`src/sv/sat_pkg.sv`:
```
`timescale 1ns / 1ps
`default_nettype none

package sat_pkg;

  localparam int WINDOW_DEF = 64;
  localparam int ACK_BITS   = 32;
  localparam int SEQ_W      = 16;
  localparam int PROT_W     = 16;
  localparam int CNT_W      = 6;

  // One table entry: valid flag plus the full sequence as tag
  typedef struct packed {
    logic             vld;
    logic [SEQ_W-1:0] tag;
  } entry_t;

  typedef enum logic [2:0] {
    ST_CLEAR,
    ST_IDLE,
    ST_SLOT,
    ST_EXEC,
    ST_SCAN,
    ST_DONE
  } state_t;

  // Controller to datapath
  typedef struct packed {
    logic clr;   // clear one table entry
    logic cap;   // capture the input item
    logic quo;   // register the slot quotient estimate
    logic exe;   // evaluate the item, record or start the retire scan
    logic scn;   // one retire scan step
    logic ld;    // load the result register
  } cmd_t;

  // Datapath to controller
  typedef struct packed {
    logic clr_end;
    logic take;
    logic scan_end;
    logic out_free;
  } sts_t;

  // Wrap-aware "a is newer than b"
  function automatic logic seq_newer(input logic [SEQ_W-1:0] a, input logic [SEQ_W-1:0] b);
    logic [SEQ_W-1:0] d_ab;
    logic [SEQ_W-1:0] d_ba;
    d_ab = a - b;
    d_ba = b - a;
    if (a > b) begin
      return d_ab <= SEQ_W'(32768);
    end else if (a < b) begin
      return d_ba > SEQ_W'(32768);
    end else begin
      return 1'b0;
    end
  endfunction

endpackage

`default_nettype wire

```
`src/sv/sat_ram.sv`:
```
`timescale 1ns / 1ps
`default_nettype none

module sat_ram #(
  parameter int WIDTH = 17,
  parameter int DEPTH = 64
) (
  input  wire logic                     clk,
  input  wire logic                     we,
  input  wire logic [$clog2(DEPTH)-1:0] waddr,
  input  wire logic [WIDTH-1:0]         wdata,
  input  wire logic [$clog2(DEPTH)-1:0] raddr,
  output logic      [WIDTH-1:0]         rdata
);

  logic [WIDTH-1:0] mem [DEPTH];
  logic [WIDTH-1:0] rdata_r;

  always_ff @(posedge clk) begin
    if (we) begin
      mem[waddr] <= wdata;
    end
    rdata_r <= mem[raddr];
  end

  assign rdata = rdata_r;

endmodule

`default_nettype wire

```
`src/sv/sat_ctrl.sv`:
```
`timescale 1ns / 1ps
`default_nettype none

module sat_ctrl
  import sat_pkg::*;
(
  input  wire logic clk,
  input  wire logic rst_n,
  input  wire logic in_valid,
  output logic      in_ready,
  input  wire sts_t sts,
  output cmd_t      cmd
);

  state_t state_r;
  state_t state_nxt;

  always_ff @(posedge clk) begin
    if (!rst_n) begin
      state_r <= ST_CLEAR;
    end else begin
      state_r <= state_nxt;
    end
  end

  always_comb begin
    state_nxt = state_r;
    case (state_r)
      ST_CLEAR: if (sts.clr_end) state_nxt = ST_IDLE;
      ST_IDLE:  if (in_valid) state_nxt = ST_SLOT;
      ST_SLOT:  state_nxt = ST_EXEC;
      ST_EXEC:  state_nxt = sts.take ? ST_SCAN : ST_DONE;
      ST_SCAN:  if (sts.scan_end) state_nxt = ST_DONE;
      ST_DONE:  if (sts.out_free) state_nxt = ST_IDLE;
      default:  state_nxt = ST_CLEAR;
    endcase
  end

  always_comb begin
    cmd      = '0;
    in_ready = 1'b0;
    case (state_r)
      ST_CLEAR: cmd.clr = 1'b1;
      ST_IDLE: begin
        in_ready = 1'b1;
        cmd.cap  = in_valid;
      end
      ST_SLOT:  cmd.quo = 1'b1;
      ST_EXEC:  cmd.exe = 1'b1;
      ST_SCAN:  cmd.scn = 1'b1;
      ST_DONE:  cmd.ld  = sts.out_free;
      default:  cmd     = '0;
    endcase
  end

endmodule

`default_nettype wire

```
`src/sv/sat_dp.sv`:
```
`timescale 1ns / 1ps
`default_nettype none

module sat_dp
  import sat_pkg::*;
#(
  parameter int WINDOW = WINDOW_DEF
) (
  input  wire logic                clk,
  input  wire logic                rst_n,
  input  wire logic                cfg_wr_en,
  input  wire logic [PROT_W-1:0]   cfg_wr_data,
  input  wire logic                in_op,
  input  wire logic [PROT_W-1:0]   in_protocol,
  input  wire logic [SEQ_W-1:0]    in_seq,
  input  wire logic [SEQ_W-1:0]    in_ack_seq,
  input  wire logic [ACK_BITS-1:0] in_ack_bits,
  input  wire cmd_t                cmd,
  output sts_t                     sts,
  output logic                     out_valid,
  input  wire logic                out_ready,
  output logic                     out_accepted,
  output logic                     out_ack_ignored,
  output logic [CNT_W-1:0]         out_acked_count,
  output logic                     out_missing_ack
);

  localparam int AW        = $clog2(WINDOW);
  localparam int RECIP     = 65536 / WINDOW;
  localparam int QW        = $clog2(RECIP + 1);
  localparam int LAST_SLOT = 65535 % WINDOW;
  localparam int KW        = $clog2(ACK_BITS + 2);
  localparam int BW        = $clog2(ACK_BITS);
  localparam int LW        = $clog2(ACK_BITS + 1);

  localparam logic [SEQ_W-1:0] WIN_V   = SEQ_W'(WINDOW);
  localparam logic [QW-1:0]    RECIP_V = QW'(RECIP);

  // Step a slot back by one sequence, following the 16-bit wrap
  function automatic logic [AW-1:0] slot_dec(input logic [AW-1:0] s,
                                             input logic [SEQ_W-1:0] q);
    logic [AW-1:0] r;
    if (q == '0) begin
      r = AW'(LAST_SLOT);
    end else if (s == '0) begin
      r = AW'(WINDOW - 1);
    end else begin
      r = s - AW'(1);
    end
    return r;
  endfunction

  // Configuration and item registers
  logic [PROT_W-1:0]   prot_id_r;
  logic                op_r;
  logic [PROT_W-1:0]   prot_r;
  logic [SEQ_W-1:0]    seq_r;
  logic [SEQ_W-1:0]    ack_r;
  logic [ACK_BITS-1:0] bits_r;

  // Protocol state
  logic [SEQ_W-1:0]    remote_seq_r;
  logic [SEQ_W-1:0]    last_ack_r;
  logic                missing_r;

  // Slot computation
  logic [QW-1:0]       q_r;
  logic [SEQ_W-1:0]    x_c;
  logic [SEQ_W+QW-1:0] prod_c;
  logic [SEQ_W-1:0]    qw_c;
  logic [SEQ_W-1:0]    rem_c;
  logic [AW-1:0]       slot_c;

  // Retire scan
  logic [AW-1:0]       clr_addr_r;
  logic [KW-1:0]       k_r;
  logic [SEQ_W-1:0]    iss_seq_r;
  logic [AW-1:0]       iss_slot_r;
  logic [SEQ_W-1:0]    rd_seq_r;
  logic [AW-1:0]       rd_slot_r;
  logic                rd_en_r;
  logic [CNT_W-1:0]    cnt_r;
  logic                acc_r;
  logic                ign_r;
  logic [BW-1:0]       bit_idx;
  logic                scan_more;
  logic                hit;

  // Decisions
  logic                hdr_ok;
  logic                ack_old;
  logic [SEQ_W-1:0]    am1;
  logic [LW-1:0]       lim_c;
  logic [ACK_BITS-1:0] mask_c;
  logic                miss_c;

  // Table
  logic                we;
  logic [AW-1:0]       waddr;
  entry_t              wdata;
  logic [AW-1:0]       raddr;
  entry_t              rdata;

  // Output stage
  logic                out_valid_r;
  logic                out_acc_r;
  logic                out_ign_r;
  logic [CNT_W-1:0]    out_cnt_r;
  logic                out_miss_r;

  assign x_c    = op_r ? ack_r : seq_r;
  assign prod_c = x_c * RECIP_V;
  assign qw_c   = SEQ_W'(q_r * WIN_V);
  assign rem_c  = x_c - qw_c;
  assign slot_c = (rem_c >= WIN_V) ? AW'(rem_c - WIN_V) : AW'(rem_c);

  assign hdr_ok  = op_r && (prot_r == prot_id_r) && seq_newer(seq_r, remote_seq_r);
  assign ack_old = !seq_newer(ack_r, last_ack_r) && (ack_r != last_ack_r);

  assign am1   = ack_r - SEQ_W'(1);
  assign lim_c = (ack_r == '0) ? '0 :
                 (am1 < SEQ_W'(ACK_BITS)) ? LW'(am1) : LW'(ACK_BITS);
  assign mask_c = (lim_c >= LW'(ACK_BITS)) ? '1 :
                  ((ACK_BITS'(1) << lim_c) - ACK_BITS'(1));
  assign miss_c = |(~bits_r & mask_c);

  assign bit_idx   = BW'(k_r - KW'(1));
  assign scan_more = (k_r <= KW'(ACK_BITS));
  assign hit       = cmd.scn && rd_en_r && rdata.vld && (rdata.tag == rd_seq_r);

  always_comb begin
    we    = 1'b0;
    waddr = rd_slot_r;
    wdata = '0;
    if (cmd.clr) begin
      we    = 1'b1;
      waddr = clr_addr_r;
    end else if (cmd.exe && !op_r) begin
      we        = 1'b1;
      waddr     = slot_c;
      wdata.vld = 1'b1;
      wdata.tag = seq_r;
    end else if (hit) begin
      we = 1'b1;
    end
  end

  assign raddr = cmd.exe ? slot_c : iss_slot_r;

  sat_ram #(
    .WIDTH($bits(entry_t)),
    .DEPTH(WINDOW)
  ) u_tbl (
    .clk  (clk),
    .we   (we),
    .waddr(waddr),
    .wdata(wdata),
    .raddr(raddr),
    .rdata(rdata)
  );

  always_ff @(posedge clk) begin
    if (!rst_n) begin
      prot_id_r    <= '0;
      remote_seq_r <= '0;
      last_ack_r   <= '0;
      missing_r    <= 1'b0;
      clr_addr_r   <= '0;
      out_valid_r  <= 1'b0;
    end else begin
      if (cfg_wr_en) begin
        prot_id_r <= cfg_wr_data;
      end
      if (cmd.clr) begin
        clr_addr_r <= clr_addr_r + AW'(1);
      end
      if (cmd.exe && hdr_ok) begin
        remote_seq_r <= seq_r;
        if (!ack_old) begin
          last_ack_r <= ack_r;
          missing_r  <= miss_c;
        end
      end
      if (cmd.ld) begin
        out_valid_r <= 1'b1;
      end else if (out_ready) begin
        out_valid_r <= 1'b0;
      end
    end
  end

  always_ff @(posedge clk) begin
    if (cmd.cap) begin
      op_r   <= in_op;
      prot_r <= in_protocol;
      seq_r  <= in_seq;
      ack_r  <= in_ack_seq;
      bits_r <= in_ack_bits;
    end
    if (cmd.quo) begin
      q_r <= prod_c[SEQ_W +: QW];
    end
    if (cmd.exe) begin
      acc_r      <= hdr_ok;
      ign_r      <= hdr_ok && ack_old;
      cnt_r      <= '0;
      rd_seq_r   <= ack_r;
      rd_slot_r  <= slot_c;
      rd_en_r    <= 1'b1;
      iss_seq_r  <= am1;
      iss_slot_r <= slot_dec(slot_c, ack_r);
      k_r        <= KW'(1);
    end
    if (cmd.scn) begin
      if (hit) begin
        cnt_r <= cnt_r + CNT_W'(1);
      end
      if (scan_more) begin
        rd_seq_r   <= iss_seq_r;
        rd_slot_r  <= iss_slot_r;
        rd_en_r    <= bits_r[bit_idx];
        iss_seq_r  <= iss_seq_r - SEQ_W'(1);
        iss_slot_r <= slot_dec(iss_slot_r, iss_seq_r);
        k_r        <= k_r + KW'(1);
      end else begin
        rd_en_r <= 1'b0;
      end
    end
    if (cmd.ld) begin
      out_acc_r  <= acc_r;
      out_ign_r  <= ign_r;
      out_cnt_r  <= cnt_r;
      out_miss_r <= missing_r;
    end
  end

  always_comb begin
    sts          = '0;
    sts.clr_end  = (clr_addr_r == AW'(WINDOW - 1));
    sts.take     = hdr_ok && !ack_old;
    sts.scan_end = !scan_more;
    sts.out_free = !out_valid_r || out_ready;
  end

  assign out_valid       = out_valid_r;
  assign out_accepted    = out_acc_r;
  assign out_ack_ignored = out_ign_r;
  assign out_acked_count = out_cnt_r;
  assign out_missing_ack = out_miss_r;

endmodule

`default_nettype wire

```
`src/sv/selective_ack_tracker.sv`:
```
// Selective acknowledgement tracker. A record transfer (in_op = 0) marks a
// sent sequence as outstanding in a WINDOW-entry table indexed by
// seq mod WINDOW. A header transfer (in_op = 1) is accepted when in_protocol
// matches the protocol id register and in_seq is wrap-aware newer than the
// stored remote sequence; a non-stale ack then retires in_ack_seq and every
// sequence in_ack_seq-1-i whose ack bit i is set, and updates the
// missing-ack flag. Every input transfer yields exactly one result transfer.
// Timing: items are handled one at a time. A record or a rejected/ignored
// header passes through the slot, evaluate and done states after capture;
// a processed header also runs the retire scan, which walks the 33 candidate
// sequences through the table's single read port one per cycle, with the
// invalidate write-back following in the cycle after the read. A new item is
// accepted while a finished result still waits in the output register.
// After reset every table entry is cleared before the first item is accepted;
// configuration writes are taken at any time.
`timescale 1ns / 1ps
`default_nettype none

module selective_ack_tracker
  import sat_pkg::*;
#(
  parameter int WINDOW = WINDOW_DEF
) (
  input  wire logic                clk,
  input  wire logic                rst_n,
  // Protocol id register
  input  wire logic                cfg_wr_en,
  input  wire logic [PROT_W-1:0]   cfg_wr_data,
  // Input channel
  input  wire logic                in_valid,
  output logic                     in_ready,
  input  wire logic                in_op,
  input  wire logic [PROT_W-1:0]   in_protocol,
  input  wire logic [SEQ_W-1:0]    in_seq,
  input  wire logic [SEQ_W-1:0]    in_ack_seq,
  input  wire logic [ACK_BITS-1:0] in_ack_bits,
  // Result channel
  output logic                     out_valid,
  input  wire logic                out_ready,
  output logic                     out_accepted,
  output logic                     out_ack_ignored,
  output logic [CNT_W-1:0]         out_acked_count,
  output logic                     out_missing_ack
);

  cmd_t cmd;
  sts_t sts;

  // Sequence the clear pass, capture, slot, evaluate, scan and result load
  sat_ctrl u_ctrl (
    .clk     (clk),
    .rst_n   (rst_n),
    .in_valid(in_valid),
    .in_ready(in_ready),
    .sts     (sts),
    .cmd     (cmd)
  );

  // Hold the table, protocol state and the output register
  sat_dp #(
    .WINDOW(WINDOW)
  ) u_dp (
    .clk            (clk),
    .rst_n          (rst_n),
    .cfg_wr_en      (cfg_wr_en),
    .cfg_wr_data    (cfg_wr_data),
    .in_op          (in_op),
    .in_protocol    (in_protocol),
    .in_seq         (in_seq),
    .in_ack_seq     (in_ack_seq),
    .in_ack_bits    (in_ack_bits),
    .cmd            (cmd),
    .sts            (sts),
    .out_valid      (out_valid),
    .out_ready      (out_ready),
    .out_accepted   (out_accepted),
    .out_ack_ignored(out_ack_ignored),
    .out_acked_count(out_acked_count),
    .out_missing_ack(out_missing_ack)
  );

endmodule

`default_nettype wire
```
`config.mk`:
```
export PLATFORM = sky130hd
export DESIGN_NAME = selective_ack_tracker
export DESIGN_NICKNAME = d
export VERILOG_FILES = /design/src/sv/sat_pkg.sv /design/src/sv/sat_ram.sv /design/src/sv/sat_ctrl.sv /design/src/sv/sat_dp.sv /design/src/sv/selective_ack_tracker.sv
export SDC_FILE = /design/constraint.sdc
export NUM_CORES = 2
export LEC_CHECK = 0
export ABC_AREA = 1
export BUFFER_PORTS_ARGS = -buffer_cell sky130_fd_sc_hd__buf_2
export CAP_MARGIN = 25
export CELL_PAD_IN_SITES_DETAIL_PLACEMENT = 2
export CELL_PAD_IN_SITES_GLOBAL_PLACEMENT = 2
export CORE_UTILIZATION = 39
export CTS_CLUSTER_DIAMETER = 150
export DETAILED_ROUTE_END_ITERATION = 10
export PLACE_DENSITY_LB_ADDON = 0.1
export SYNTH_ARGS = -nofsm -noshare
export SYNTH_HDL_FRONTEND = slang
export SYNTH_SLANG_ARGS = --single-unit
```
`constraint.sdc`:
```
create_clock -name clk -period 6.8 [get_ports clk]
set_input_delay 0.68 -clock clk [delete_from_list [all_inputs] [get_ports clk]]
set_output_delay 0.68 -clock clk [all_outputs]
set_load 0.02 [all_outputs]
```
==> flow_summary.yaml <==
timing:
  fin_skew_ns: 0.0395
  worst_slew_pin_slew_ns: 1.02
  fin_crit_ns: 4.84
  clock.fmax_mhz: 207
  maxSlewHeadroom: 0.322
  finalSetupViolCount: 0
  rsz0062_at_grt: "false"
  final_hold_viol_count: 0
  slew_violations: 0
  setup_tns_ns: 0
  min_period_over_period: 0.712
worst_hold_path:
  hold_depth: 1
  hold_end: "u_dp.ack_r[0]"
  worstHoldStart: "in_ack_seq[0]"
  hp-class: "in -> reg"
cts:
  clk_path_buf_depth: 3
  post_cts_buffers: 0
  clk_latency_ns: 0.80
  cts_buffers: 150
  path_clk_slew_ns: 0.06
  postCtsResizedCells: 0
  hold_buffers: 0
  cts_tree: "done"
  h-tree-depth: 4
  cts_root_buf: "clkbuf_16"
  clock-sinks: 1313
critical_path:
  slowest_delay_ns: 0.74
  crit_type: "reg -> reg"
  worst_path_max_delay_cell: "nor3_2"
  timing.rr.start: "u_dp.ack_r[0]"
  rrSetupSlack_ns: 1.96
  endpoint_kind: "register"
  r2r_cells: 26
  worstPathRequired_ns: 7.46
  r2r-end: "u_dp.missing_r"
  cp.arrival_ns: 5.49
  critPathMaxFanout: 18
  start_kind: "register"
  worst_path_most_repeated_cell: "nand2_1"
synth:
  synth_common_cells: "edfxtp_1, nor2_1, nand2_1, o21ai_0, inv_1"
  synth_fp_nets: 5476
  synth_top_area_cell: "edfxtp_1"
  synth_edf_count: 1181
  ys_ff_latch: 1313
  synthTopCellsByArea: "edfxtp_1, nor2_1, dfxtp_1"
  yosysSeqAreaShare: 0.655
  synth_top_area_frac: 0.609
  synth.distinct_cells: 60
  postSynthCellCount: 5299
  yosysMostFrequentCell: "edfxtp_1"
  avgSynthCellArea_um2: 11.0
  ys.flop_type: "edfxtp_1"
  ys_warn_count: 0
  synthArstFlopShare: 0
  synth_area_mm2: 0.0582
final_layout:
  antenna_cells: 0
  drive_gt1_frac: 0.103
  stdcell_count: 7449
  final_net_count: 5576
  postLayoutCellArea_mm2: 0.0662
  area_growth_pct: 13.7
  fill_cells: 15113
power_and_ir_drop:
  p_int_mw: 16.3
  leakage_nw: 21.9
  power_frac_clock: 0.291
  seqPwrFrac: 0.384
  pwr_density_cell_mw_per_mm2: 399
  power_switching_mw: 10.1
  switching_share: 0.383
  vdd_drop_max_mv: 0.410
  p_comb_frac: 0.325
place:
  placed_cell_area_mm2: 0.0616
  dp_hpwl_um: 126000
  port_buffers: 112
  gp_congestion: 0.824
  dp_cells: 7175
die:
  fp.dieH_um: 388
  core_mm2: 0.148
  die_area_mm2: 0.151
  rows: 141
  initial_utilization: 0.393
  die_w_um: 388
  ios: 113
grt:
  grt-ovfl-total: 0
  grt_util_all_layers: 0.265
  antenna_found_initial: 5
  grt_pass1_wl_um: 302000
  grt_pass1_vias: 46455
  grt_max_degree: 142
route:
  antenna_left: 0
  vias: 42587
  via_per_inst: 5.72
  drtIter0Drc: 2458
  drc: 0
  first_pass_iters: 5
  wl_per_cell_um: 27.0
  wl_um: 201000
run_status:
  status: "completed"
run:
  drv_cap: 0
==> final cells by class <==
class,count,area (um2),area share
flip-flops and latches,1313,38100,0.576
clock inverters,74,581,0.00877
multi-input cells,3333,17900,0.271
inverters,362,1370,0.0207
repair buffers,239,1770,0.0268
clock buffers,198,4010,0.0606
well taps,1930,2410,0.0365
==> per-stage QoR <==
step                      power, mW  hold WS [ns]  utilization  setup WS, ns
after floorplan                15.2         0.400            -         0.139
after detailed placement       18.8         0.407        0.416          1.97
final                          26.4        0.0663        0.447          1.96
after global placement         18.5         0.412        0.415          2.17
after CTS                      26.7        0.0169        0.447          1.93
after global routing           27.6        0.0306        0.447          1.40
==> kinds of logic after synthesis <==
| kind of cell | share of synthesized area |
|---|---|
| buffers and inverters | 0.0427 |
| AOI/OAI and AO/OA | 0.137 |
| xor gates and xnor gates | 0.00707 |
| adders and majority gates | 0.0163 |
| DFF | 0.655 |
| and+or+nand+nor | 0.142 |
==> worst max-delay path: cells and delay by family (launching register included) <==
kind	cells	cell delay, ns
buffers and inverters	1	0.30
adder cells (fa/ha/maj)	2	0.48
AND/OR/NAND/NOR	23	3.35
flip-flops	1	0.56
==> metal layers <==
metal  part of all wire  vias to the layer above  track usage
met5           0.000060                        -            0
met4              0.029                        2       0.0814
met3              0.035                      248       0.0310
met2               0.51                      798        0.470
met1               0.43                    22212        0.337
li1                   -                    19327            -
==> how the worst max path moves through the flow <==
| stage | to | startpoint |
|---|---|---|
| 3_3_place_gp | u_dp.missing_r | u_dp.ack_r[0] |
| 4_1_cts | u_dp.missing_r | u_dp.ack_r[0] |
| 5_1_grt | u_dp.missing_r | u_dp.ack_r[0] |
| 6_report | u_dp.missing_r | u_dp.ack_r[0] |
| 2_1_floorplan | u_dp.u_tbl.mem[56][0] | u_ctrl.state_r[2] |
| 3_5_place_dp | u_dp.missing_r | u_dp.ack_r[0] |
==> power groups by stage <==
stage | sequential [mW] | combinational [mW] | clock, mW
6_report | 10.2 | 8.58 | 7.69
3_5_place_dp | 10.3 | 8.53 | 0
5_1_grt | 10.2 | 9.27 | 8.13
3_3_place_gp | 10.2 | 8.25 | 0
4_1_cts | 10.2 | 8.66 | 7.86
2_1_floorplan | 10.2 | 5.03 | 0
==> state kept, by name, summed over array words and instances, names as in the netlist, 3 cells and up <==
name                  count
u_dp.iss_slot_r           6
u_dp.out_acked_count      6
u_dp.iss_seq_r           16
u_dp.prot_id_r           16
u_dp.remote_seq_r        16
u_dp.u_tbl.mem         1088
u_dp.ack_r               16
u_dp.rd_slot_r            6
u_dp.rd_seq_r            16
u_dp.cnt_r                6
u_dp.k_r                  6
u_dp.clr_addr_r           6
u_dp.last_ack_r          16
u_dp.bits_r              32
u_ctrl.state_r            3
u_dp.seq_r               16
u_dp.u_tbl.rdata         17
u_dp.prot_r              16
==> placed cells by master (no fill, tap or decap), types with 58 or more instances in the layout <==
master,Yosys,final
ha_1,74,74
buf_4,1,105
o211ai_1,146,146
nand2_1,524,523
nor2_2,11,63
o21ai_0,451,451
o21bai_1,145,145
nand3_1,254,254
a21oi_1,142,140
dfxtp_1,132,132
clkbuf_16,0,152
nand4_1,58,58
edfxtp_1,1181,1181
nor2_1,1061,988
o32ai_1,136,136
inv_1,348,344
o311ai_0,139,139
buf_2,5,112
Power figures use the tool's default switching activity.
